===== config.mk =====
export PLATFORM = sky130hd
export DESIGN_NAME = send_schedule_table_core_flat
export DESIGN_NICKNAME = d
export VERILOG_FILES = /design/src/hdl/sst_pkg.sv /design/src/hdl/sst_if.sv /design/src/hdl/sst_cell.sv /design/src/hdl/sst_ctrl.sv /design/src/hdl/send_schedule_table_core.sv /design/src/flat_wrapper.sv
export SDC_FILE = /design/constraint.sdc
export NUM_CORES = 2
export LEC_CHECK = 0
export ABC_AREA = 1
export BUFFER_PORTS_ARGS = -buffer_cell sky130_fd_sc_hd__buf_2
export CORE_ASPECT_RATIO = 1.5
export CORE_UTILIZATION = 40
export CTS_CLUSTER_SIZE = 40
export DETAILED_ROUTE_END_ITERATION = 6
export PLACE_DENSITY = 0.57
export SLEW_MARGIN = 20
export SYNTH_ARGS = -nofsm -noshare
export SYNTH_HDL_FRONTEND = slang
export SYNTH_SLANG_ARGS = --single-unit

===== constraint.sdc =====
create_clock -name clk -period 21.4 [get_ports clk]
set_input_delay 4.28 -clock clk [delete_from_list [all_inputs] [get_ports clk]]
set_output_delay 4.28 -clock clk [all_outputs]
set_load 0.01 [all_outputs]

===== src/hdl/sst_pkg.sv =====
// ----------------------------------------------------------------------------
// Send schedule table package
// Shared types and codes for the send schedule table.
// ----------------------------------------------------------------------------
package sst_pkg;
  localparam logic [2:0] ACT_INSERT = 3'd0;
  localparam logic [2:0] ACT_POP    = 3'd1;
  localparam logic [2:0] ACT_GUARD  = 3'd2;
  localparam logic [2:0] ACT_GAP    = 3'd3;
  localparam logic [2:0] ACT_CLEAR  = 3'd4;

  localparam logic [1:0] ST_DONE  = 2'd0;
  localparam logic [1:0] ST_FULL  = 2'd1;
  localparam logic [1:0] ST_EMPTY = 2'd2;

  localparam logic REG_GUARD = 1'b0;
  localparam logic REG_MAXTX = 1'b1;

  typedef struct packed {
    logic [2:0]  action;
    logic [31:0] time_value;
    logic [7:0]  node_id;
  } req_t;

  typedef struct packed {
    logic [1:0]  status;
    logic        guard_ok;
    logic        gap_found;
    logic [31:0] slot_start;
    logic [31:0] slot_end;
    logic        head_valid;
    logic [31:0] head_time;
    logic [7:0]  head_node;
    logic [4:0]  entry_count;
  } rsp_t;

  typedef struct packed {
    logic        valid;
    logic [31:0] tm;
    logic [7:0]  node;
  } entry_t;

  typedef struct packed {
    logic        shift_down;
    logic        ins;
    logic [31:0] tm;
    logic [7:0]  node;
  } cell_ctl_t;
endpackage


===== src/hdl/sst_if.sv =====
// ----------------------------------------------------------------------------
// Send schedule table channels
// Valid/ready channel interfaces for requests, results and configuration.
// ----------------------------------------------------------------------------
interface sst_req_if;
  logic             valid;
  logic             ready;
  sst_pkg::req_t    data;
  modport source (output valid, output data, input ready);
  modport sink (input valid, input data, output ready);
endinterface

interface sst_rsp_if;
  logic             valid;
  logic             ready;
  sst_pkg::rsp_t    data;
  modport source (output valid, output data, input ready);
  modport sink (input valid, input data, output ready);
endinterface

interface sst_cfg_if;
  logic        valid;
  logic        ready;
  logic        index;
  logic [23:0] wdata;
  modport source (output valid, output index, output wdata, input ready);
  modport sink (input valid, input index, input wdata, output ready);
endinterface


===== src/hdl/sst_cell.sv =====
// ----------------------------------------------------------------------------
// Send schedule table cell
// Holds one entry; loads from its lower or upper neighbor or the new item.
// ----------------------------------------------------------------------------
module sst_cell (
  input  logic              clk,
  input  logic              rst,
  input  sst_pkg::cell_ctl_t ctl,
  input  sst_pkg::entry_t   from_lower,
  input  sst_pkg::entry_t   from_upper,
  output sst_pkg::entry_t   q
);
  import sst_pkg::*;

  entry_t     ent;
  logic [0:0] goes_up;
  logic       take_new;
  logic       take_lower;

  // Insert: take lower if its time > t; the first cell past t or empty takes new.
  assign goes_up    = ent.valid && (ent.tm > ctl.tm);
  assign take_lower = from_lower.valid && (from_lower.tm > ctl.tm);
  assign take_new   = !take_lower && from_lower.valid && (goes_up[0] || !ent.valid);

  always_ff @(posedge clk) begin
    if (rst) begin
      ent.valid <= 1'b0;
    end else if (ctl.shift_down) begin
      ent <= from_upper;
    end else if (ctl.ins) begin
      if (take_lower) begin
        ent <= from_lower;
      end else if (take_new) begin
        ent <= '{valid: 1'b1, tm: ctl.tm, node: ctl.node};
      end
    end
  end

  assign q = ent;
endmodule


===== src/hdl/sst_ctrl.sv =====
// ----------------------------------------------------------------------------
// Send schedule table sequencer
// Walks the cell row for searches, drives inserts, clears and head pops, and forms results.
// ----------------------------------------------------------------------------
module sst_ctrl #(
  parameter int DEPTH = 16
) (
  input  logic               clk,
  input  logic               rst,
  input  logic               req_valid,
  output logic               req_ready,
  input  sst_pkg::req_t      req,
  output logic               rsp_valid,
  input  logic               rsp_ready,
  output sst_pkg::rsp_t      rsp,
  input  logic [23:0]        guard_time,
  input  logic [23:0]        max_tx_time,
  input  sst_pkg::entry_t    scan,
  output logic [$clog2(DEPTH)-1:0] scan_idx,
  input  sst_pkg::entry_t    head,
  input  logic [$clog2(DEPTH+1)-1:0] count,
  output sst_pkg::cell_ctl_t ctl
);
  import sst_pkg::*;

  localparam int IW = $clog2(DEPTH);
  localparam int CW = $clog2(DEPTH + 1);
  localparam logic [1:0] S_IDLE = 2'd0;
  localparam logic [1:0] S_WALK = 2'd1;
  localparam logic [1:0] S_CLR  = 2'd2;
  localparam logic [1:0] S_OUT  = 2'd3;

  logic [1:0]  state;
  req_t        cur;
  logic [CW-1:0] pos;
  logic        have_prev;
  logic [31:0] prev;
  logic [1:0]  status;
  logic        guard_ok;
  logic        gap_found;
  logic [31:0] slot_start;
  logic [31:0] slot_end;
  logic        done;
  logic [32:0] span;
  logic [33:0] need;
  logic [32:0] sat;
  logic [31:0] diff;
  logic        in_range;

  assign span     = {9'd0, guard_time} + {9'd0, max_tx_time};
  assign need     = {10'd0, guard_time} + {1'b0, span};
  assign sat      = {1'b0, prev} + span;
  assign diff     = scan.tm - prev;
  assign in_range = pos < count;
  assign scan_idx = pos[IW-1:0];
  assign req_ready = (state == S_IDLE) && !rsp_valid;

  always_comb begin
    ctl = '{shift_down: 1'b0, ins: 1'b0, tm: cur.time_value, node: cur.node_id};
    if (state == S_WALK && cur.action == ACT_INSERT && count != CW'(DEPTH)) begin
      ctl.ins = 1'b1;
    end
    if (state == S_WALK && cur.action == ACT_POP && count != '0) begin
      ctl.shift_down = 1'b1;
    end
    if (state == S_CLR && count != '0 && head.tm < cur.time_value) begin
      ctl.shift_down = 1'b1;
    end
  end

  always_ff @(posedge clk) begin
    if (rst) begin
      state     <= S_IDLE;
      rsp_valid <= 1'b0;
    end else begin
      if (rsp_valid && rsp_ready) begin
        rsp_valid <= 1'b0;
      end
      case (state)
        S_IDLE: begin
          if (req_valid && req_ready) begin
            cur        <= req;
            pos        <= '0;
            have_prev  <= 1'b0;
            prev       <= '0;
            status     <= ST_DONE;
            guard_ok   <= 1'b0;
            gap_found  <= 1'b0;
            slot_start <= '0;
            slot_end   <= '0;
            done       <= 1'b0;
            state      <= (req.action == ACT_CLEAR) ? S_CLR : S_WALK;
          end
        end
        S_WALK: begin
          case (cur.action)
            ACT_INSERT: begin
              if (count == CW'(DEPTH)) begin
                status <= ST_FULL;
              end
              state <= S_OUT;
            end
            ACT_POP: begin
              if (count == '0) begin
                status <= ST_EMPTY;
              end
              state <= S_OUT;
            end
            ACT_GUARD: begin
              if (in_range && cur.time_value > scan.tm) begin
                prev      <= scan.tm;
                have_prev <= 1'b1;
                pos       <= pos + 1'b1;
              end else begin
                guard_ok <= !(have_prev && ((cur.time_value - prev) < {8'd0, guard_time}))
                         && !(in_range && ({1'b0, scan.tm - cur.time_value} <= span));
                state <= S_OUT;
              end
            end
            ACT_GAP: begin
              if (!done) begin
                if (in_range && cur.time_value > scan.tm) begin
                  prev <= scan.tm;
                  pos  <= pos + 1'b1;
                end else begin
                  done <= 1'b1;
                end
              end else if (in_range) begin
                if (scan.tm > prev && {2'd0, diff} > need) begin
                  gap_found  <= 1'b1;
                  slot_start <= sat[31:0];
                  slot_end   <= scan.tm - {8'd0, guard_time};
                  state      <= S_OUT;
                end else begin
                  prev <= scan.tm;
                  pos  <= pos + 1'b1;
                end
              end else begin
                slot_start <= sat[32] ? 32'hFFFF_FFFF : sat[31:0];
                state      <= S_OUT;
              end
            end
            default: begin
              state <= S_OUT;
            end
          endcase
        end
        S_CLR: begin
          if (!(count != '0 && head.tm < cur.time_value)) begin
            state <= S_OUT;
          end
        end
        S_OUT: begin
          rsp_valid <= 1'b1;
          state     <= S_IDLE;
        end
        default: begin
          state <= S_IDLE;
        end
      endcase
    end
  end

  always_comb begin
    rsp.status      = status;
    rsp.guard_ok    = guard_ok;
    rsp.gap_found   = gap_found;
    rsp.slot_start  = slot_start;
    rsp.slot_end    = slot_end;
    rsp.head_valid  = count != '0;
    rsp.head_time   = (count != '0) ? head.tm : 32'd0;
    rsp.head_node   = (count != '0) ? head.node : 8'd0;
    rsp.entry_count = 5'(count);
  end
endmodule


===== src/hdl/send_schedule_table_core.sv =====
// ----------------------------------------------------------------------------
// Send schedule table core
// Time-sorted table of scheduled sends built as a row of shifting cells.
// ----------------------------------------------------------------------------
// Requests arrive on the req channel and each gives exactly one result on the
// rsp channel. Configuration writes on the cfg channel set the guard time
// (index 0) and the longest transmit time (index 1); they are always ready.
// An insert or pop passes through the walk and output states before its result
// is valid; the cell row shifts all entries at once. A guard check walks the
// row one entry a cycle through a read mux, and a gap search walks it as well.
// A clear pops one expired head a cycle. The next request is taken in the
// cycle after the result has been transferred.
// Reset empties the table and clears both registers; a stalled receiver
// holds the result steady and blocks new requests.
// ----------------------------------------------------------------------------
module send_schedule_table_core #(
  parameter int TABLE_DEPTH = 16
) (
  input  logic   clk,
  input  logic   rst,
  sst_req_if.sink   req,
  sst_rsp_if.source rsp,
  sst_cfg_if.sink   cfg
);
  import sst_pkg::*;

  localparam int IW = $clog2(TABLE_DEPTH);
  localparam int CW = $clog2(TABLE_DEPTH + 1);

  logic [23:0]  guard_time;
  logic [23:0]  max_tx_time;
  entry_t       cells [TABLE_DEPTH];
  entry_t       lower [TABLE_DEPTH];
  entry_t       upper [TABLE_DEPTH];
  cell_ctl_t    ctl;
  logic [IW-1:0] scan_idx;
  logic [CW-1:0] count;
  logic [CW-1:0] count_next;

  assign cfg.ready = 1'b1;

  always_ff @(posedge clk) begin
    if (rst) begin
      guard_time  <= '0;
      max_tx_time <= '0;
    end else if (cfg.valid) begin
      if (cfg.index == REG_GUARD) begin
        guard_time <= cfg.wdata;
      end else begin
        max_tx_time <= cfg.wdata;
      end
    end
  end

  always_comb begin
    count_next = '0;
    for (int i = 0; i < TABLE_DEPTH; i++) begin
      count_next = count_next + CW'(cells[i].valid);
    end
  end
  assign count = count_next;

  for (genvar g = 0; g < TABLE_DEPTH; g++) begin : g_cell
    if (g == 0) begin : g_first
      // The first cell sees a valid entry at time zero below it.
      assign lower[g] = '{valid: 1'b1, tm: 32'd0, node: 8'd0};
    end else begin : g_mid
      assign lower[g] = cells[g-1];
    end
    if (g == TABLE_DEPTH - 1) begin : g_last
      assign upper[g] = '0;
    end else begin : g_up
      assign upper[g] = cells[g+1];
    end
    sst_cell u_cell (
      .clk        (clk),
      .rst        (rst),
      .ctl        (ctl),
      .from_lower (lower[g]),
      .from_upper (upper[g]),
      .q          (cells[g])
    );
  end

  sst_ctrl #(.DEPTH(TABLE_DEPTH)) u_ctrl (
    .clk         (clk),
    .rst         (rst),
    .req_valid   (req.valid),
    .req_ready   (req.ready),
    .req         (req.data),
    .rsp_valid   (rsp.valid),
    .rsp_ready   (rsp.ready),
    .rsp         (rsp.data),
    .guard_time  (guard_time),
    .max_tx_time (max_tx_time),
    .scan        (cells[scan_idx]),
    .scan_idx    (scan_idx),
    .head        (cells[0]),
    .count       (count),
    .ctl         (ctl)
  );
endmodule


===== src/flat_wrapper.sv =====
// flat-port wrapper written by rule: the top's interface ports become plain ports
module send_schedule_table_core_flat import sst_pkg::*;
#(
  parameter int TABLE_DEPTH = 16
)
  (clk, rst, req_valid, req_data, req_ready, rsp_valid, rsp_data, rsp_ready, cfg_valid, cfg_index, cfg_wdata, cfg_ready);
  sst_req_if req_i ();
  sst_rsp_if rsp_i ();
  sst_cfg_if cfg_i ();
  input  logic clk;
  input  logic rst;
  input wire logic [$bits(req_i.valid)-1:0] req_valid;
  input wire logic [$bits(req_i.data)-1:0] req_data;
  output wire logic [$bits(req_i.ready)-1:0] req_ready;
  output wire logic [$bits(rsp_i.valid)-1:0] rsp_valid;
  output wire logic [$bits(rsp_i.data)-1:0] rsp_data;
  input wire logic [$bits(rsp_i.ready)-1:0] rsp_ready;
  input wire logic [$bits(cfg_i.valid)-1:0] cfg_valid;
  input wire logic [$bits(cfg_i.index)-1:0] cfg_index;
  input wire logic [$bits(cfg_i.wdata)-1:0] cfg_wdata;
  output wire logic [$bits(cfg_i.ready)-1:0] cfg_ready;
  assign req_i.valid = req_valid;
  assign req_i.data = req_data;
  assign req_ready = req_i.ready;
  assign rsp_valid = rsp_i.valid;
  assign rsp_data = rsp_i.data;
  assign rsp_i.ready = rsp_ready;
  assign cfg_i.valid = cfg_valid;
  assign cfg_i.index = cfg_index;
  assign cfg_i.wdata = cfg_wdata;
  assign cfg_ready = cfg_i.ready;
  send_schedule_table_core #(.TABLE_DEPTH(TABLE_DEPTH)) u_core (.clk(clk), .rst(rst), .req(req_i), .rsp(rsp_i), .cfg(cfg_i));
endmodule

* Word level (Yosys, flattened, before mapping) *
Cells that the tools add are included.
Widths: inputs -> output; s select.

word-level totals
  flip-flop bits (word level) = 857
  output and inout port bits = 117
  logic and storage cells = 452

cells by class
  $add $sub $neg = 23
  magnitude comparators = 25
  equality and inequality tests = 28
  mux-type cells = 128
  bitwise operators = 3
  reductions and logical operators = 181

operators by type and width
  kind                 number
  $mux 41              62
  $gt 32x32->1         18
  $mux 32              15
  $pmux 32 s2          4
  $bmux 41 s4          1
  $mux 40              3
  $sub 32x32->32       3
  $add 5x1->5          14
  $logic_and 1x1->1    62
  $reduce_and 3->1     17
  $reduce_bool 3->1    16
  $reduce_and 2->1     18
  $logic_not 1->1      35
  $add 24x33->34       1
  $gt 32x34->1         1
  $add 32x33->33       1
  $le 32x33->1         1
  $gt 1x32->1 const A  1
  $lt 32x24->1         1
  $lt 32x32->1         1
  $sub 32x24->32       1
  $add 24x24->25       1
  $mux 5               5
  $mux 2               10
  36 further kinds     96

* Longest topological paths before layout *
  word-level depth = 22
  depth in mapped cells = 39
  mapped depth without buffers = 38

* Modules after synthesis *
A second synthesis with hierarchy kept.

second synthesis, totals
  cells, all modules = 13023
  area total of the unflattened synthesis = 91056.1 um^2

by module, submodules not included
  module                                  times used  cells each  area each (um^2)  seq. area each (um^2)
  sst_cell (u_core.g_cell[0].u_cell ...)  15          490         3739.8            1221.2
  sst_ctrl                                1           2949        20707.4           4564.4
  send_schedule_table_core                1           2234        10247.3           960.9
  sst_cell (u_core.g_cell[1].u_cell)      1           490         4003.8            1221.2

* Worst setup path after synthesis *
Ideal clock, no wire load.

  path type = register to output
  start = register u_core.g_cell[1].u_cell.ent (netlist bit u_core.g_cell[1].u_cell.q[40])
  end = output port rsp_data[10]
  arrival time = 4.314 ns
  data required time = 17.120 ns
  setup slack = 12.806 ns
  cell stages (with the launch flop) = 15
  buffers on the path = 1
  cell sequence = dfxtp_1 -> ha_1 -> inv_1 -> fa_1 -> fa_1 -> fa_1 -> fa_1 -> fa_1 -> fa_1 -> xnor2_1 -> inv_1 -> nand4_2 -> nor2_4 -> buf_1 -> nor2_1

between the ends
  cells in the longest elaborated chain, start to end = 17

RTL lines
  item                       line                            text
  from (decl)                sst_cell.sv:15                  entry_t ent;
  from (signal assigned)     sst_cell.sv:29                  ent <= from_upper;
  from (signal assigned)     sst_cell.sv:32                  ent <= from_lower;
  from (signal assigned)     sst_cell.sv:34                  ent <= '{valid: 1'b1, tm: ctl.tm, node: ctl.node};
  $add 1x1->2                send_schedule_table_core.sv:58  count_next = count_next + CW'(cells[i].valid);
  $add 5x1->5 (14 in a row)  send_schedule_table_core.sv:58
  via rsp_data[2]            flat_wrapper.sv:16              output wire logic [$bits(rsp_i.data)-1:0] rsp_data;
  $reduce_bool 5->1          sst_ctrl.sv:172                 rsp.head_node = (count != '0) ? head.node : 8'd0;
  $mux 8                     sst_ctrl.sv:172
  to (decl)                  flat_wrapper.sv:16

The timed path passes the listed nets, and every way through them passes these cells.

* Final worst setup path *
  start = register u_core.g_cell[0].u_cell.ent (netlist bit u_core.g_cell[0].u_cell.q[40])
  end = output port rsp_data[24]

between the ends
  cells in the longest elaborated chain, start to end = 17

RTL lines
  item                       line                            text
  from (decl)                sst_cell.sv:15
  from (signal assigned)     sst_cell.sv:29
  from (signal assigned)     sst_cell.sv:32
  from (signal assigned)     sst_cell.sv:34
  $add 1x1->2                send_schedule_table_core.sv:58
  $add 5x1->5 (14 in a row)  send_schedule_table_core.sv:58
  $reduce_bool 5->1          sst_ctrl.sv:171                 rsp.head_time = (count != '0) ? head.tm : 32'd0;
  $mux 32                    sst_ctrl.sv:171

No other way between the ends.

==> results.txt <==
----------------------------------------------------
[Pwr]
  Switching share of power ... about 51%
  Worst-case vdd ir drop ... ~0.17 mV
  Cell leakage power ... between 30 and 40 nW
  Switching power summed over all nets ... a little under 6 mW
  Power per standard cell area ... about 150 nW/µm²
  P_int ... 5.55 mW
  Part of the power in combinational logic ... about three fifths
  Proportion of power drawn by the clock network ... 15.8%
  Total power draw ... roughly 11 mW
  Sequential Power Share ... between 20% and 30%

[STA]
  RSZ-0062 raised after global routing ... no
  Worst setup skew after layout ... 0.0346 ns
  Total of endpoints with negative setup slack in the final report ... 0
  Highest achievable clock rate ... about 97 MHz
  Worst max-slew margin expressed relative to the limit ... roughly 14%
  Final period demand of the worst path ... around 10 ns
  Count of pins over their slew limit ... 0
  Post-route clock period utilization ... between 40% and 50%
  Total count of hold-check failures in the final report ... 0
  Setup TNS ... 0 ns
  Final Worst Setup Slack ... roughly 11 ns
  Transition time at the pin with the least slew margin ... 1.28 ns

[Logic synthesis]
  Yosys synthesis warning count ... 0
  Cell type with the largest total area after synthesis ... sky130_fd_sc_hd__edfxtp_1
  Post-synth net total ... approximately 10,000
  Share of Yosys cell area claimed by the top area cell type ... 34.4%
  Cell count after synthesis ... between 8,000 and 9,000
  Number of synthesized flops with an enable pin ... 790
  Proportion of register bits with asynchronous set or reset after synthesis ... 0%
  Number of synthesized register bits ... between 800 and 900
  Top flip-flop cell by instance count after synthesis ... sky130_fd_sc_hd__edfxtp_1
  Cell types with the largest area share after synthesis ... sky130_fd_sc_hd__edfxtp_1 34%, sky130_fd_sc_hd__ha_1 14%, sky130_fd_sc_hd__a21oi_1 10%, sky130_fd_sc_hd__nand2_1 9.0%, sky130_fd_sc_hd__o21ai_0 8.4%
  Average cell area after synthesis ... just under 8 µm²
  Sequential element share of the synthesized area ... 36.4%
  Distinct cell type count of the synthesized netlist ... 62
  Netlist area before placement ... between 60,000 and 70,000 µm²

[Placed design]
  Cells after DPL ... 11,000
  Placed wire-length estimate ... between 200,000 and 250,000 µm
  Last weighted congestion value of the routability-driven placer ... roughly 1.0
  Pre-CTS setup slack ... 11.81 ns
  Cell Area, Placed ... between 70,000 and 80,000 µm²
  Number of buffers inserted by port buffering ... 188

[Setup path]
  Cell with the largest stage delay on the worst path ... sky130_fd_sc_hd__fa_1
  Dominant cell type by count on the critical path ... sky130_fd_sc_hd__fa_1
  Worst endpoint required time ... around 17 ns
  Biggest cell delay along the critical path ... ~0.54 ns
  CP endpoint kind ... output port
  Max FO, Critical Path ... 30
  Arr. time, crit path ... roughly 6 ns
  Series of cell instances along the critical path ... ha_1 -> inv_1 -> fa_1 -> fa_1 -> fa_1 -> fa_1 -> fa_1 -> fa_1 -> xnor2_1 -> inv_1 -> nand4_2 -> nor2_4 -> buf_4 -> nor2_1 -> buf_2
  Crit Path Class ... reg2out
  Launching element type of the critical path ... flip-flop

[Clock network]
  CTS hold repair buffers ... 0
  Number of levels the H-tree was split into ... 3
  TritonCTS clock tree ... yes
  Clock root buffer ... sky130_fd_sc_hd__clkbuf_16
  Later-pin clock latency in the skew report ... approximately 0.76 ns
  Number of gates given a new drive strength after cts ... 0
  Number of clock buffers inserted by TritonCTS ... between 90 and 100
  Max clock buf depth ... 3
  Clock-pin transition on the worst setup and hold timing paths ... about 0.060 ns
  CTS Sinks ... approximately 860
  Buffers inserted by post-CTS timing repair ... 0

[Floorplanning]
  Die Span X ... 341 µm
  Starting density of the core ... 40.2%
  I/O pin cnt ... 190
  Die outline height ... 510 µm
  Std cell rows ... roughly 190
  Die Area ... 174,000 µm²
  Placeable core region ... 171,000 µm²

[Cells and area]
  Most frequent standard cell in the layout excluding fill and tap cells ... sky130_fd_sc_hd__nand2_1
  Proportion of layout cells with a drive suffix above 1 ... ~5.9%
  Filler Cell Count ... around 17,000
  Commonest non-fill, non-tap cells in the layout ... 1,654 x sky130_fd_sc_hd__nand2_1, 1,375 x sky130_fd_sc_hd__a21oi_1, 1,152 x sky130_fd_sc_hd__o21ai_0
  Post-layout net count ... about 9,700
  Area added between synthesis and finish ... 9.20%
  Final std cell area, no fill ... between 70,000 and 80,000 µm²
  Finished Layout Cells ... between 10,000 and 15,000

[Routing]
  Detailed-route wire length ... between 200,000 and 300,000 µm
  Overall via count from detail_route ... around 65,000
  Remaining design rule violation count ... 33
  First-pass iteration count of the detailed router ... 7
  Via-per-instance ratio ... around 5.8
  Final ANT Viol Nets ... 0
  Detail-routed net length per standard cell ... between 20 and 25 µm
  Iteration-0 DRC Markers ... about 5,900

[Global routing]
  Largest net degree at the start of global routing ... between 200 and 250
  Wire length of the first global-routing pass ... 397,000 µm
  Remaining Overflow, GRT ... 0
  Number of global-route vias before repair ... ~62,000
  Antenna violations before repair ... 6
  Overall Global Routing Usage ... between 30% and 40%

[Outcome]
  Run status ... complete, but fails checks
  Failing checks ... design-rule violations

[Flow run]
  Max-capacitance violation count ... 0

[Worst hold path]
  Path category of the worst min-delay check ... reg2reg

----------------------------------------------------
-- metal layers --
layer	track usage [%]	share of wire [%]
met1	33.3	37
met2	54.6	50
met3	3.56	5.2
met4	21.6	8.0
met5	0	0
-- final cells by class --
cell class	instances	area (µm²)	area share, %
clock inverters	58	692	0.919
well taps	2256	2820	3.75
diodes	5	12.5	0.0166
repair buffers	311	1930	2.57
clock buffers	117	2570	3.41
inverters	800	3020	4.01
multi-input cells	6742	39200	52.0
flip-flops and latches	857	25100	33.3
-- registers in the layout, summed over array words and instances (netlist names), 2 cells and up --
signal and flops:
u_core.u_ctrl.state 2, u_core.u_ctrl.slot_end 32, u_core.u_ctrl.cur 3, u_core.u_ctrl.ctl 40
u_core.u_ctrl.slot_start 32, u_core.u_ctrl.prev 32, u_core.u_ctrl.pos 5, u_core.guard_time 24
u_core.u_ctrl.status 2, u_core.max_tx_time 24, u_core.g_cell.u_cell.q 656
-- power by group through the flow --
stage	Sequential [mW]	Combinational [mW]	Clock [mW]
global placement	2.70	6.67	0
detailed placement	2.71	6.80	0
CTS	2.67	6.83	1.82
floorplan	2.65	4.49	0
global route	2.70	7.62	1.88
finish	2.68	6.88	1.80
-- critical path, delay by kind of cell, from the launching register on --
family,cells,cell delay (ns)
DFF,1,0.44
buffers and inverters,4,0.81
xor gates and xnor gates,1,0.16
adders and majority gates,7,3.05
and+or+nand+nor,3,0.73
-- per-stage QoR --
| stage | hold WS [ns] | util, % |
|---|---|---|
| after global routing | 0.522 | 43.9 |
| after floorplan | 0.454 | - |
| final | 0.496 | 43.9 |
| after CTS | 0.500 | 43.9 |
| after detailed placement | 0.488 | 42.0 |
| after global placement | 0.477 | 42.0 |
-- kinds of logic (layout without fill, tap and decap cells) --
logic type / after synthesis / in the layout / synth area share (%)
compound gates: 3119 / 3119 / 23.7
xor+xnor: 152 / 152 / 1.94
fa+ha+maj: 814 / 814 / 15.0
buf+inv: 1255 / 1286 / 7.30
flops: 857 / 857 / 36.4
other cells: 1 / 6 / 0.00544
simple gates: 2656 / 2656 / 15.7
-- path summary, 6_finish.rpt --
path	from	slack, ns	endpoint	cells past startpoint
min	u_core.max_tx_time[9]	0.50	u_core.max_tx_time[9]	2
max reg2reg	u_core.g_cell[0].u_cell.q[40]	12.37	u_core.g_cell[5].u_cell.q[16]	22
min reg2reg	u_core.max_tx_time[9]	0.50	u_core.max_tx_time[9]	2
max	u_core.g_cell[0].u_cell.q[40]	11.11	rsp_data[24]	15
-- synth_stat cells, types with 33 or more instances --
cell / instances
sky130_fd_sc_hd__nand2_1: 1655
sky130_fd_sc_hd__a21oi_1: 1391
sky130_fd_sc_hd__o21ai_0: 1152
sky130_fd_sc_hd__ha_1: 797
sky130_fd_sc_hd__inv_1: 791
sky130_fd_sc_hd__edfxtp_1: 790
sky130_fd_sc_hd__nor2_1: 512
sky130_fd_sc_hd__o21ai_1: 313
sky130_fd_sc_hd__nand3_1: 273
sky130_fd_sc_hd__clkbuf_1: 228
sky130_fd_sc_hd__buf_2: 182
sky130_fd_sc_hd__xor2_1: 95
sky130_fd_sc_hd__nand4_1: 78
sky130_fd_sc_hd__dfxtp_1: 67
sky130_fd_sc_hd__nor3_1: 60
sky130_fd_sc_hd__o211ai_1: 56
sky130_fd_sc_hd__xnor2_1: 56
sky130_fd_sc_hd__o21a_1: 34
sky130_fd_sc_hd__nor4_1: 33
Power figures use the tool's default switching activity.
